==> src/hw/rtl/dts_pkg.sv <==
// ----------------------------------------------------------------------------
// Delimiter token splitter package
// Shared constants, register indexes and the cell control type.
// ----------------------------------------------------------------------------
package dts_pkg;

  localparam int MAX_DELIM_BYTES = 8;

  localparam int FILL_W    = 4;
  localparam int CFG_IDX_W = 4;
  localparam int CFG_DATA_W = 64;

  localparam logic [CFG_IDX_W-1:0] REG_DELIM_BYTES  = CFG_IDX_W'(0);
  localparam logic [CFG_IDX_W-1:0] REG_DELIM_LENGTH = CFG_IDX_W'(1);

  localparam logic [CFG_DATA_W-1:0] DELIM_BYTES_RESET  = CFG_DATA_W'(44);
  localparam logic [FILL_W-1:0]     DELIM_LENGTH_RESET = FILL_W'(1);

  typedef struct packed {
    logic              shift;
    logic              app;
    logic [FILL_W-1:0] fill;
  } cell_ctrl_t;

endpackage

==> src/hw/rtl/dts_if.sv <==
// ----------------------------------------------------------------------------
// Delimiter token splitter channels
// Valid/ready channels for input bytes, result words and register writes.
// ----------------------------------------------------------------------------
interface dts_in_if;
  logic       valid;
  logic       ready;
  logic       has_byte;
  logic [7:0] data_byte;
  logic       string_end;

  modport source (output valid, has_byte, data_byte, string_end, input ready);
  modport sink (input valid, has_byte, data_byte, string_end, output ready);
endinterface

interface dts_out_if;
  logic       valid;
  logic       ready;
  logic       byte_valid;
  logic [7:0] out_byte;
  logic       token_done;
  logic       run_last;

  modport source (output valid, byte_valid, out_byte, token_done, run_last,
                  input ready);
  modport sink (input valid, byte_valid, out_byte, token_done, run_last,
                output ready);
endinterface

interface dts_cfg_if;
  logic                           valid;
  logic                           ready;
  logic [dts_pkg::CFG_IDX_W-1:0]  index;
  logic [dts_pkg::CFG_DATA_W-1:0] data;

  modport source (output valid, index, data, input ready);
  modport sink (input valid, index, data, output ready);
endinterface

==> src/hw/rtl/dts_cell.sv <==
// ----------------------------------------------------------------------------
// Delimiter token splitter window cell
// Holds one window byte, takes its neighbor's byte on a shift, loads a new
// byte at the fill position and compares itself with its delimiter byte.
// ----------------------------------------------------------------------------
module dts_cell #(
  parameter int IDX = 0
) (
  input  logic                clk_i,
  input  logic                rst_ni,
  input  dts_pkg::cell_ctrl_t ctrl_i,
  input  logic [7:0]          data_i,
  input  logic [7:0]          nb_i,
  input  logic [7:0]          dlm_i,
  output logic [7:0]          q_o,
  output logic                eq_o
);

  localparam logic [dts_pkg::FILL_W-1:0] POS      = dts_pkg::FILL_W'(IDX);
  localparam logic [dts_pkg::FILL_W-1:0] POS_NEXT = dts_pkg::FILL_W'(IDX + 1);

  logic [7:0] byte_q;
  logic [7:0] byte_d;
  logic       load_here;

  assign load_here = ctrl_i.app && (ctrl_i.fill == POS);

  always_comb begin
    byte_d = byte_q;
    if (ctrl_i.shift) begin
      byte_d = (ctrl_i.app && (ctrl_i.fill == POS_NEXT)) ? data_i : nb_i;
    end else if (load_here) begin
      byte_d = data_i;
    end
  end

  always_ff @(posedge clk_i or negedge rst_ni) begin
    if (!rst_ni) begin
      byte_q <= '0;
    end else begin
      byte_q <= byte_d;
    end
  end

  assign q_o  = byte_q;
  assign eq_o = load_here ? (data_i == dlm_i) : (byte_q == dlm_i);

endmodule

==> src/hw/rtl/delimiter_token_splitter_core.sv <==
// ----------------------------------------------------------------------------
// Delimiter token splitter core
// Splits a byte stream into tokens at a configured delimiter of 1 to
// MAX_DELIM_BYTES bytes, using a row of window cells.
// ----------------------------------------------------------------------------
//   channel  direction  payload
//   in_i     sink       has_byte, data_byte, string_end
//   out_o    source     byte_valid, out_byte, token_done, run_last
//   cfg_i    sink       index, data (0: delimiter bytes, 1: delimiter length)
//
// An input word that causes at most one result is taken every cycle while
// the output is not stalled. A word that causes more results holds the input
// until its last result, one result per cycle through the output register
// while the output is not stalled. A delimiter match that leaves bytes in the
// window (possible only after the length was shortened) also holds the input
// for cell shifting. Reset empties the window and loads ',' with length one.
// ----------------------------------------------------------------------------
module delimiter_token_splitter_core #(
  parameter int MAX_DELIM_BYTES = dts_pkg::MAX_DELIM_BYTES
) (
  input  logic      clk_i,
  input  logic      rst_ni,
  dts_in_if.sink    in_i,
  dts_out_if.source out_o,
  dts_cfg_if.sink   cfg_i
);

  localparam int FW = dts_pkg::FILL_W;
  localparam int N  = MAX_DELIM_BYTES;
  localparam logic [FW-1:0] N_W = FW'(N);

  logic [dts_pkg::CFG_DATA_W-1:0] dlm_q;
  logic [FW-1:0]                  len_q;
  logic [FW-1:0]                  fill_q, fill_d;
  logic [FW-1:0]                  skip_q, skip_d;
  logic                           pend_q, pend_d;
  logic                           end_q, end_d;

  logic       out_valid_q, out_valid_d;
  logic       bv_q, bv_d;
  logic [7:0] ob_q, ob_d;
  logic       td_q, td_d;
  logic       rl_q, rl_d;

  logic [FW-1:0] len_l;
  logic          acc, app, active, out_free;
  logic [FW-1:0] fill_e;
  logic          end_e;
  logic          match_e;
  logic [7:0]    byte0_e;
  logic          shift, emit, e_byte, last;
  logic [FW-1:0] fill_log;

  logic [7:0] cell_q [N];
  logic [7:0] nb     [N];
  logic       eq_e   [N];

  dts_pkg::cell_ctrl_t ctrl;

  always_ff @(posedge clk_i or negedge rst_ni) begin
    if (!rst_ni) begin
      dlm_q <= dts_pkg::DELIM_BYTES_RESET;
      len_q <= dts_pkg::DELIM_LENGTH_RESET;
    end else if (cfg_i.valid) begin
      case (cfg_i.index)
        dts_pkg::REG_DELIM_BYTES:  dlm_q <= cfg_i.data;
        dts_pkg::REG_DELIM_LENGTH: len_q <= cfg_i.data[FW-1:0];
        default: ;
      endcase
    end
  end

  assign cfg_i.ready = 1'b1;

  always_comb begin
    if (len_q == '0) begin
      len_l = FW'(1);
    end else if (len_q > N_W) begin
      len_l = N_W;
    end else begin
      len_l = len_q;
    end
  end

  assign in_i.ready = !pend_q;
  assign acc        = in_i.valid && !pend_q;
  assign app        = acc && in_i.has_byte;
  assign active     = pend_q || acc;
  assign out_free   = !out_valid_q || out_o.ready;
  assign fill_e     = fill_q + FW'(app);
  assign end_e      = end_q || (acc && in_i.string_end);
  assign byte0_e    = (app && (fill_q == '0)) ? in_i.data_byte : cell_q[0];

  assign ctrl.shift = shift;
  assign ctrl.app   = app;
  assign ctrl.fill  = fill_q;

  for (genvar i = 0; i < N; i++) begin : g_cell
    if (i == N - 1) begin : g_last
      assign nb[i] = '0;
    end else begin : g_mid
      assign nb[i] = cell_q[i+1];
    end

    dts_cell #(
      .IDX (i)
    ) u_cell (
      .clk_i  (clk_i),
      .rst_ni (rst_ni),
      .ctrl_i (ctrl),
      .data_i (in_i.data_byte),
      .nb_i   (nb[i]),
      .dlm_i  (dlm_q[8*i +: 8]),
      .q_o    (cell_q[i]),
      .eq_o   (eq_e[i])
    );
  end

  always_comb begin
    match_e = 1'b1;
    for (int i = 0; i < N; i++) begin
      match_e = match_e && (eq_e[i] || (FW'(i) >= len_l));
    end
  end

  always_comb begin
    fill_d = fill_q;
    skip_d = skip_q;
    end_d  = end_q;
    shift  = 1'b0;
    emit   = 1'b0;
    e_byte = 1'b0;
    if (skip_q != '0) begin
      shift  = 1'b1;
      fill_d = fill_q - FW'(1);
      skip_d = skip_q - FW'(1);
    end else if (active) begin
      fill_d = fill_e;
      end_d  = end_e;
      if (out_free) begin
        if (fill_e >= len_l) begin
          emit = 1'b1;
          if (match_e) begin
            if (fill_e == len_l) begin
              fill_d = '0;
            end else begin
              shift  = 1'b1;
              fill_d = fill_e - FW'(1);
              skip_d = len_l - FW'(1);
            end
          end else begin
            e_byte = 1'b1;
            shift  = 1'b1;
            fill_d = fill_e - FW'(1);
          end
        end else if (end_e) begin
          emit = 1'b1;
          if (fill_e != '0) begin
            e_byte = 1'b1;
            shift  = 1'b1;
            fill_d = fill_e - FW'(1);
          end else begin
            end_d = 1'b0;
          end
        end
      end
    end
  end

  assign fill_log = fill_d - skip_d;
  assign last     = !((fill_log >= len_l) || end_d);
  assign pend_d   = active && ((skip_d != '0) || (fill_d >= len_l) || end_d);

  always_comb begin
    out_valid_d = out_valid_q;
    bv_d        = bv_q;
    ob_d        = ob_q;
    td_d        = td_q;
    rl_d        = rl_q;
    if (emit) begin
      out_valid_d = 1'b1;
      bv_d        = e_byte;
      ob_d        = e_byte ? byte0_e : 8'd0;
      td_d        = !e_byte;
      rl_d        = last;
    end else if (out_o.ready) begin
      out_valid_d = 1'b0;
    end
  end

  always_ff @(posedge clk_i or negedge rst_ni) begin
    if (!rst_ni) begin
      fill_q      <= '0;
      skip_q      <= '0;
      pend_q      <= 1'b0;
      end_q       <= 1'b0;
      out_valid_q <= 1'b0;
    end else begin
      fill_q      <= fill_d;
      skip_q      <= skip_d;
      pend_q      <= pend_d;
      end_q       <= end_d;
      out_valid_q <= out_valid_d;
    end
  end

  always_ff @(posedge clk_i) begin
    bv_q <= bv_d;
    ob_q <= ob_d;
    td_q <= td_d;
    rl_q <= rl_d;
  end

  assign out_o.valid      = out_valid_q;
  assign out_o.byte_valid = bv_q;
  assign out_o.out_byte   = ob_q;
  assign out_o.token_done = td_q;
  assign out_o.run_last   = rl_q;

  a_fill_bound : assert property (@(posedge clk_i) disable iff (!rst_ni)
    fill_q <= N_W)
    else $error("window fill exceeds the number of cells");

  a_skip_pend : assert property (@(posedge clk_i) disable iff (!rst_ni)
    (skip_q != '0) |-> (pend_q && (fill_q > skip_q)))
    else $error("cell shifting outside a pending word");

  a_end_pend : assert property (@(posedge clk_i) disable iff (!rst_ni)
    end_q |-> pend_q)
    else $error("string end held without pending work");

  a_more_results : assert property (@(posedge clk_i) disable iff (!rst_ni)
    (emit && !last) |=> pend_q)
    else $error("word released before its last result");

  a_last_release : assert property (@(posedge clk_i) disable iff (!rst_ni)
    (emit && last && (skip_d == '0)) |=> !pend_q)
    else $error("input held after the last result of a word");

endmodule
==> src/flat_wrapper.sv <==
// flat-port wrapper written by rule: the top's interface ports become plain ports
module delimiter_token_splitter_core_flat 
#(
  parameter int MAX_DELIM_BYTES = dts_pkg::MAX_DELIM_BYTES
)
  (clk_i, rst_ni, in_i_valid, in_i_has_byte, in_i_data_byte, in_i_string_end, in_i_ready, out_o_valid, out_o_byte_valid, out_o_out_byte, out_o_token_done, out_o_run_last, out_o_ready, cfg_i_valid, cfg_i_index, cfg_i_data, cfg_i_ready);
  dts_in_if in_i_i ();
  dts_out_if out_o_i ();
  dts_cfg_if cfg_i_i ();
  input  logic clk_i;
  input  logic rst_ni;
  input wire logic [$bits(in_i_i.valid)-1:0] in_i_valid;
  input wire logic [$bits(in_i_i.has_byte)-1:0] in_i_has_byte;
  input wire logic [$bits(in_i_i.data_byte)-1:0] in_i_data_byte;
  input wire logic [$bits(in_i_i.string_end)-1:0] in_i_string_end;
  output wire logic [$bits(in_i_i.ready)-1:0] in_i_ready;
  output wire logic [$bits(out_o_i.valid)-1:0] out_o_valid;
  output wire logic [$bits(out_o_i.byte_valid)-1:0] out_o_byte_valid;
  output wire logic [$bits(out_o_i.out_byte)-1:0] out_o_out_byte;
  output wire logic [$bits(out_o_i.token_done)-1:0] out_o_token_done;
  output wire logic [$bits(out_o_i.run_last)-1:0] out_o_run_last;
  input wire logic [$bits(out_o_i.ready)-1:0] out_o_ready;
  input wire logic [$bits(cfg_i_i.valid)-1:0] cfg_i_valid;
  input wire logic [$bits(cfg_i_i.index)-1:0] cfg_i_index;
  input wire logic [$bits(cfg_i_i.data)-1:0] cfg_i_data;
  output wire logic [$bits(cfg_i_i.ready)-1:0] cfg_i_ready;
  assign in_i_i.valid = in_i_valid;
  assign in_i_i.has_byte = in_i_has_byte;
  assign in_i_i.data_byte = in_i_data_byte;
  assign in_i_i.string_end = in_i_string_end;
  assign in_i_ready = in_i_i.ready;
  assign out_o_valid = out_o_i.valid;
  assign out_o_byte_valid = out_o_i.byte_valid;
  assign out_o_out_byte = out_o_i.out_byte;
  assign out_o_token_done = out_o_i.token_done;
  assign out_o_run_last = out_o_i.run_last;
  assign out_o_i.ready = out_o_ready;
  assign cfg_i_i.valid = cfg_i_valid;
  assign cfg_i_i.index = cfg_i_index;
  assign cfg_i_i.data = cfg_i_data;
  assign cfg_i_ready = cfg_i_i.ready;
  delimiter_token_splitter_core #(.MAX_DELIM_BYTES(MAX_DELIM_BYTES)) u_core (.clk_i(clk_i), .rst_ni(rst_ni), .in_i(in_i_i), .out_o(out_o_i), .cfg_i(cfg_i_i));
endmodule
==> config.mk <==
export PLATFORM = sky130hd
export DESIGN_NAME = delimiter_token_splitter_core_flat
export DESIGN_NICKNAME = d
export VERILOG_FILES = /design/src/hw/rtl/dts_pkg.sv /design/src/hw/rtl/dts_if.sv /design/src/hw/rtl/dts_cell.sv /design/src/hw/rtl/delimiter_token_splitter_core.sv /design/src/flat_wrapper.sv
export SDC_FILE = /design/constraint.sdc
export NUM_CORES = 1
export LEC_CHECK = 0
export ABC_AREA = 0
export BUFFER_PORTS_ARGS = -buffer_cell sky130_fd_sc_hd__buf_2
export CAP_MARGIN = 20
export CORE_MARGIN = 1.5
export CORE_UTILIZATION = 30
export DETAILED_ROUTE_END_ITERATION = 16
export MAX_ROUTING_LAYER = met4
export PLACE_DENSITY = 0.43
export SETUP_SLACK_MARGIN = 0.15
export SLEW_MARGIN = 20
export SYNTH_ARGS = -nofsm -noshare
export SYNTH_HDL_FRONTEND = slang
export SYNTH_SLANG_ARGS = --single-unit
==> constraint.sdc <==
create_clock -name clk_i -period 6.78 [get_ports clk_i]
set_input_delay 1.356 -clock clk_i [delete_from_list [all_inputs] [get_ports clk_i]]
set_output_delay 1.356 -clock clk_i [all_outputs]
set_load 0.02 [all_outputs]
Yosys cells after proc, flatten, opt, wreduce, memory -nomap -nowiden
Index checks and enable logic that the tools add are counted.
{"block": "totals", "mem_count": 0, "romBits": 0, "latchBits": 0, "register_bits": 154, "word_cells": 175, "ram_bits": 0, "in_bits": 83}
{"block": "op_classes", "reduce_logical": 47, "eq_ne": 26, "n_addsub": 6, "bitwise_logic": 0, "shift": 0, "n_div": 0, "mul": 0, "mux": 65, "order_cmp": 12}
{"operator": "two-way mux 8 bit", "count": 17}
{"operator": "== test 8 bit", "count": 16}
{"operator": "two-way mux 4 bit", "count": 16}
{"operator": "two-way mux 1 bit", "count": 32}
{"operator": "logical AND 1 bit", "count": 20}
{"operator": "== test 4 x 3 -> 1 bit (second input constant)", "count": 4}
{"operator": "greater-or-equal comparator 3 x 4 -> 1 bit (first input constant)", "count": 4}
{"operator": "subtractor 4 x 1 -> 4 bit (second input constant)", "count": 4}
{"operator": "logical OR 1 bit", "count": 14}
{"operator": "greater-or-equal comparator 4 bit", "count": 3}
{"operator": "logical NOT 4 bit", "count": 3}
{"operator": "nonzero test 4 bit", "count": 3}
{"operator": "== test 4 x 1 -> 1 bit (second input constant)", "count": 2}
{"operator": "== test 4 x 2 -> 1 bit (second input constant)", "count": 2}
{"operator": "greater-or-equal comparator 1 x 4 -> 1 bit (first input constant)", "count": 2}
{"operator": "greater-or-equal comparator 2 x 4 -> 1 bit (first input constant)", "count": 2}
{"operator": "adder 4 x 1 -> 4 bit", "count": 1}
{"operator": "== test 4 bit", "count": 1}
{"operator": "== test 4 bit (second input constant)", "count": 1}
{"operator": "> comparator 4 bit (second input constant)", "count": 1}
{"operator": "logical NOT 1 bit", "count": 4}
{"operator": "AND reduction 2 bit", "count": 2}
{"operator": "subtractor 4 bit", "count": 1}
{"operator": "nonzero test 2 bit", "count": 1}

Logic depth before layout (Yosys ltp)
{"block": "logic_depth", "depth_word": 22, "ltp_mapped": 26}

Modules after synthesis
A second synthesis with hierarchy kept.
{"block": "hier_totals", "cells_unflattened": 903, "area_unflattened_um2": 9648.0}
{"module": "delimiter_token_splitter_core", "seq_area_each_um2": 2312.2, "area_per_inst_um2": 4530.6, "n_inst": 1, "cells_per_inst": 355}
{"module": "dts_cell at u_core.g_cell[6].u_cell", "seq_area_each_um2": 200.2, "area_per_inst_um2": 674.4, "n_inst": 1, "cells_per_inst": 66}
{"module": "dts_cell at u_core.g_cell[5].u_cell", "seq_area_each_um2": 200.2, "area_per_inst_um2": 653.1, "n_inst": 1, "cells_per_inst": 65}
{"module": "dts_cell at u_core.g_cell[7].u_cell", "seq_area_each_um2": 200.2, "area_per_inst_um2": 639.4, "n_inst": 1, "cells_per_inst": 66}
{"module": "dts_cell at u_core.g_cell[2].u_cell", "seq_area_each_um2": 200.2, "area_per_inst_um2": 636.9, "n_inst": 1, "cells_per_inst": 66}
{"module": "dts_cell at u_core.g_cell[1].u_cell", "seq_area_each_um2": 200.2, "area_per_inst_um2": 635.6, "n_inst": 1, "cells_per_inst": 66}
{"module": "dts_cell at u_core.g_cell[0].u_cell", "seq_area_each_um2": 200.2, "area_per_inst_um2": 631.9, "n_inst": 1, "cells_per_inst": 76}
{"module": "dts_cell at u_core.g_cell[3].u_cell", "seq_area_each_um2": 200.2, "area_per_inst_um2": 623.1, "n_inst": 1, "cells_per_inst": 67}
{"module": "dts_cell at u_core.g_cell[4].u_cell", "seq_area_each_um2": 200.2, "area_per_inst_um2": 623.1, "n_inst": 1, "cells_per_inst": 76}

Least setup slack after synthesis
No wires, ideal clock.
{"block": "synth_path", "path_kind": "input -> register", "from": "input port in_i_valid", "to": "register u_core.rl_q, in the netlist u_core.out_o.run_last (data pin)", "stages": 23, "slack_ns": 0.825, "t_required_ns": 6.612, "arrival_time_ns": 5.787, "path_buffers": 2, "cell_sequence": "buf_4 > nand3b_4 > inv_2 > buf_4 > ha_1 > ha_1 > xnor2_1 > inv_1 > ha_1 > and4_1 > a211oi_1 > nor4_1 > or4b_1 > mux2_2 > nor2_1 > inv_1 > ha_1 > a21o_1 > a21oi_1 > xnor2_1 > xnor2_1 > ha_1 > a211oi_1"}
{"block": "synth_between", "elab_chain_len": 21, "elab_cells_between_ends": 65, "cone_classes": "3 x add/sub; 2 x order compare; 1 x eq/ne; 28 x mux; 31 x reduce/logical"}
{"item": "from (decl)", "line_no": "flat_wrapper.sv:12", "source": "input wire logic [$bits(in_i_i.valid)-1:0] in_i_valid;"}
{"item": "logical AND 1 bit (*)", "line_no": "delimiter_token_splitter_core.sv:86", "source": "assign acc = in_i.valid && !pend_q;"}
{"item": "branches (longest 14 deep; another with adder 4 x 1 -> 4 bit)"}
{"item": "two-way mux 4 bit (*)", "line_no": "delimiter_token_splitter_core.sv:137", "source": "end else if (active) begin"}
{"item": "two-way mux 4 bit (*)", "line_no": "delimiter_token_splitter_core.sv:133", "source": "if (skip_q != '0) begin"}
{"item": "named net u_core.skip_d[1]", "line_no": "delimiter_token_splitter_core.sv:35", "source": "logic [FW-1:0] skip_q, skip_d;"}
{"item": "subtractor 4 bit (*)", "line_no": "delimiter_token_splitter_core.sv:170", "source": "assign fill_log = fill_d - skip_d;"}
{"item": "greater-or-equal comparator 4 bit (*)", "line_no": "delimiter_token_splitter_core.sv:171", "source": "assign last = !((fill_log >= len_l) || end_d);"}
{"item": "logical OR 1 bit (*)", "line_no": "delimiter_token_splitter_core.sv:171"}
{"item": "logical NOT 1 bit (*)", "line_no": "delimiter_token_splitter_core.sv:171"}
{"item": "named net u_core.last", "line_no": "delimiter_token_splitter_core.sv:51", "source": "logic shift, emit, e_byte, last;"}
{"item": "to (signal assigned)", "line_no": "delimiter_token_splitter_core.sv:211", "source": "rl_q <= rl_d;"}
{"item": "to (decl)", "line_no": "delimiter_token_splitter_core.sv:43", "source": "logic rl_q, rl_d;"}
Mark *: on every way through the listed nets, which the timed path passes.
A chain may end at the register's enable or synchronous reset.

Worst setup path in the final report
Ends and elaborated chain as after synthesis.

==> flow_summary.toml <==
[status]
status = "finished clean"

[timing]
grt_setup_unrepaired = "false"
setup_viol = 0
final-hold-violation-count = 0
fin_crit_sh = 0.8857
fin_worst_skew_ns = 0.01111
fin_setup_tns_ns = 0
whs_ns = 0.5244
slew_headroom = 0.3224
period_minus_slack_ns = 6.005
worst_slew_pin_slew_ns = 1.013
maxClockFrequency_ghz = 0.1665
report.final.slew_viol_count = 0

[global_routing]
antenna_found_initial = 3
grt.overflow.total = 0
grt_pass1_wl_um = 43990
grt_max_degree = 79
grt_use_total = 0.1893
grt_pass1_vias = 7400

[detailed_routing]
drt-met1-wl_um = 13590
vias = 7210
first_iter_violations = 490
wire_per_inst_um = 20.54
routed-wl-met3_um = 1061
drcViolationCount = 0
finalWirelength_um = 28050
drt-vias-per-instance = 5.278
wl_met2_um = 13100
drtPass1Iterations = 7
postRouteAntennaNets = 0
top_layer = "met4"

[placed_design]
dpl.hpwl_um = 20580
io_buffers = 95
gp_congestion = 0.8480

[logic_synthesis]
synth_common_cells = "dfrtp_1 (139), xnor2_1 (61), or3_1 (57)"
synth-seq-cells = 154
synth-xor-area-share = 0.08459
synthesis.area_sq_um = 9215
yosys.area_share.simple = 0.1498
synth.area.top_cells = "dfrtp_1 (38%), mux2_2 (6.8%), o221a_1 (6.8%), xnor2_1 (5.8%), ha_1 (3.9%)"
syn_inst = 878
synth-adder-area-share = 0.04155
synth_compound_area_frac = 0.1644
synth_top_area_frac = 0.3775
post-synth-top-count-cell = "dfrtp_1"
synth_top_flop_cell = "dfrtp_1"
yosysSeqAreaShare = 0.4247
synth_top_family_by_area = "compound AO/OA/AOI/OAI gates"
synth_top_cell_by_area = "dfrtp_1"
synthArstFlopShare = 0.9286
synthesis.nets = 991
muxShareOfSynthArea = 0.08839
synth_warnings = 0
synth.distinct_cells = 76
synth.avg_cell_area_sq_um = 10.50
synth_edf_count = 11

[clock_network]
hold_buffers = 0
cts_resized = 0
htreeDepth = 4
clockBufferDepth = 2
clock_latency_ns = 0.43
postCtsSetupBuffers = 0
cts_buffers = 17
cts.sinks = 154
cts_tree = "yes"
cts.clk_slew.worst_paths_ns = 0.07
root_buffer = "clkbuf_16"

[critical_path]
reg2regPathDepth = 17
path_class = "in -> reg"
r2r_end = "u_core.out_o.run_last"
cp-end-kind = "flop"
reg2reg_slack_ns = 1.13
required_ns = 7.04
startpoint_type = "input port"
reg2reg_from = "u_core.fill_q[2]"
arrival_ns = 6.26
crit_fanout = 12

[cells_and_area]
final_net_count = 1074
drive_gt1_frac = 0.2320
syn_to_final_growth_pct = 16.35

[power_and_ir_drop]
internal_power_mw = 2.646
power_frac_seq = 0.354
p_switching_mw = 1.629
pwr-share-comb = 0.420
ir_worst_vdd_mv = 0.1653
switching_share = 0.3811
p_clk_frac = 0.225
power_density_nw_per_um2 = 398.8
p_leak_nw = 4.745

[flow_run]
drv_cap = 0

[worst_hold_path]
hp-class = "reg -> reg"
holdPathEnd = "u_core.skip_q[0]"
min_from = "u_core.skip_q[0]"
hold_path_depth = 1

[floorplanning]
die-height_um = 178.3
initial_core_util = 0.3076
io_pins = 97
fp.dieArea_sq_um = 31780
core_area_sq_um = 29950
rows = 63
die_w_um = 178.3
kinds of logic after synthesis:
group | count (synthesis)
XOR/XNOR | 89
multiplexers | 72
flip-flops | 154
other | 1
AO/OA/AOI/OAI | 184
adder cells (fa/ha/maj) | 30
AND/OR/NAND/NOR | 248
buffers and inverters | 100
power groups by stage:
| stage | clock [mW] | sequential [mW] | combinational [mW] |
|---|---|---|---|
| 2_1_floorplan | 0 | 1.42 | 1.40 |
| 3_3_place_gp | 0 | 1.53 | 1.80 |
| 3_5_place_dp | 0 | 1.53 | 1.81 |
| 4_1_cts | 0.992 | 1.52 | 1.81 |
| 5_1_grt | 1.02 | 1.55 | 2.04 |
| 6_report | 0.964 | 1.51 | 1.80 |
per-stage QoR:
| stage | utilization | worst slack, ns | cell area, sq um | std cells | power, mW |
|---|---|---|---|---|---|
| final | 0.3579 | 0.7753 | 10720 | 1366 | 4.275 |
| after global routing | 0.3579 | 0.3432 | 10720 | 1366 | 4.619 |
| after CTS | 0.3578 | 0.7892 | 10720 | 1364 | 4.320 |
| after detailed placement | 0.3380 | 0.3564 | 10120 | 1332 | 3.336 |
| after global placement | 0.3380 | 0.4590 | 10120 | 1332 | 3.339 |
| after floorplan | - | 0.8249 | 9215 | 878 | 2.824 |
cell type report:
class / count / area, sq um
antenna: 2 / 5.005
clock buffer: 20 / 478.0
clock inverter: 12 / 113.9
fill: 3050 / 19230
inverter: 46 / 172.7
multi-input combinational: 624 / 4883
sequential: 154 / 3914
tap: 390 / 488.0
timing repair buffer: 118 / 666.9
flip-flops by register name, indices dropped and copies added, names as in the netlist:
name,cells
u_core.dlm_q,64
u_core.g_cell.u_cell.q_o,64
u_core.out_o.out_byte,8
u_core.fill_q,4
u_core.len_q,4
u_core.skip_q,4
u_core.end_q,1
u_core.out_o.byte_valid,1
u_core.out_o.run_last,1
u_core.out_o.token_done,1
u_core.out_o.valid,1
u_core.pend_q,1
worst max-delay path: stages:
cell      delay (ns)
buf_2           0.23
nand3b_4        0.13
inv_2           0.20
ha_1            0.21
nand3_1         0.09
xor2_1          0.33
inv_1           0.13
ha_1            0.31
and4_1          0.23
a211oi_1        0.06
buf_4           0.16
nor4_1          0.25
or4b_1          0.55
mux2_2          0.32
nor2_1          0.25
inv_1           0.08
ha_1            0.29
a21o_1          0.16
a21oi_1         0.17
xnor2_1         0.15
xnor2_1         0.14
ha_1            0.24
a211oi_1        0.22
cells in the final DEF (no fill, tap or decap), drive strengths merged, types with 3 or more instances in the layout:
master and count:
a21o 7, ha 29, buf 118, mux2i 16
clkinv 7, nor2b 7, dfrtp 139, inv 48
nand4b 3, xnor2 61, a222oi 6, nor2 31
o221ai 8, nand3 20, o21ai 32, or2 3
a22oi 3, nand4 4, mux2 56, a21oi 22
nand2 54, xor2 28, nand2b 21, o221a 56
o2111ai 3, and3 10, nor4 12, edfxtp 11
a211oi 5, a2111oi 3, nor3 13, clkbuf 20
dfstp 4, a31oi 3, and2 3, o22ai 5
a22o 9, or3 57
per-layer routing:
metal / GRT usage / vias to the layer above
li1: - / 3399
met1: 0.2581 / 3623
met2: 0.2970 / 169
met3: 0.02835 / 19
met4: 0.04201 / 0
met5: - / -
worst max path at each step:
stage / from / endpoint
after detailed placement: in_i_valid / u_core.out_o.run_last
after CTS: in_i_valid / u_core.out_o.run_last
after global routing: in_i_valid / u_core.out_o.run_last
after global placement: in_i_valid / u_core.out_o.run_last
final: in_i_valid / u_core.out_o.run_last
after floorplan: in_i_valid / u_core.out_o.run_last
Power figures use the tool's default switching activity.
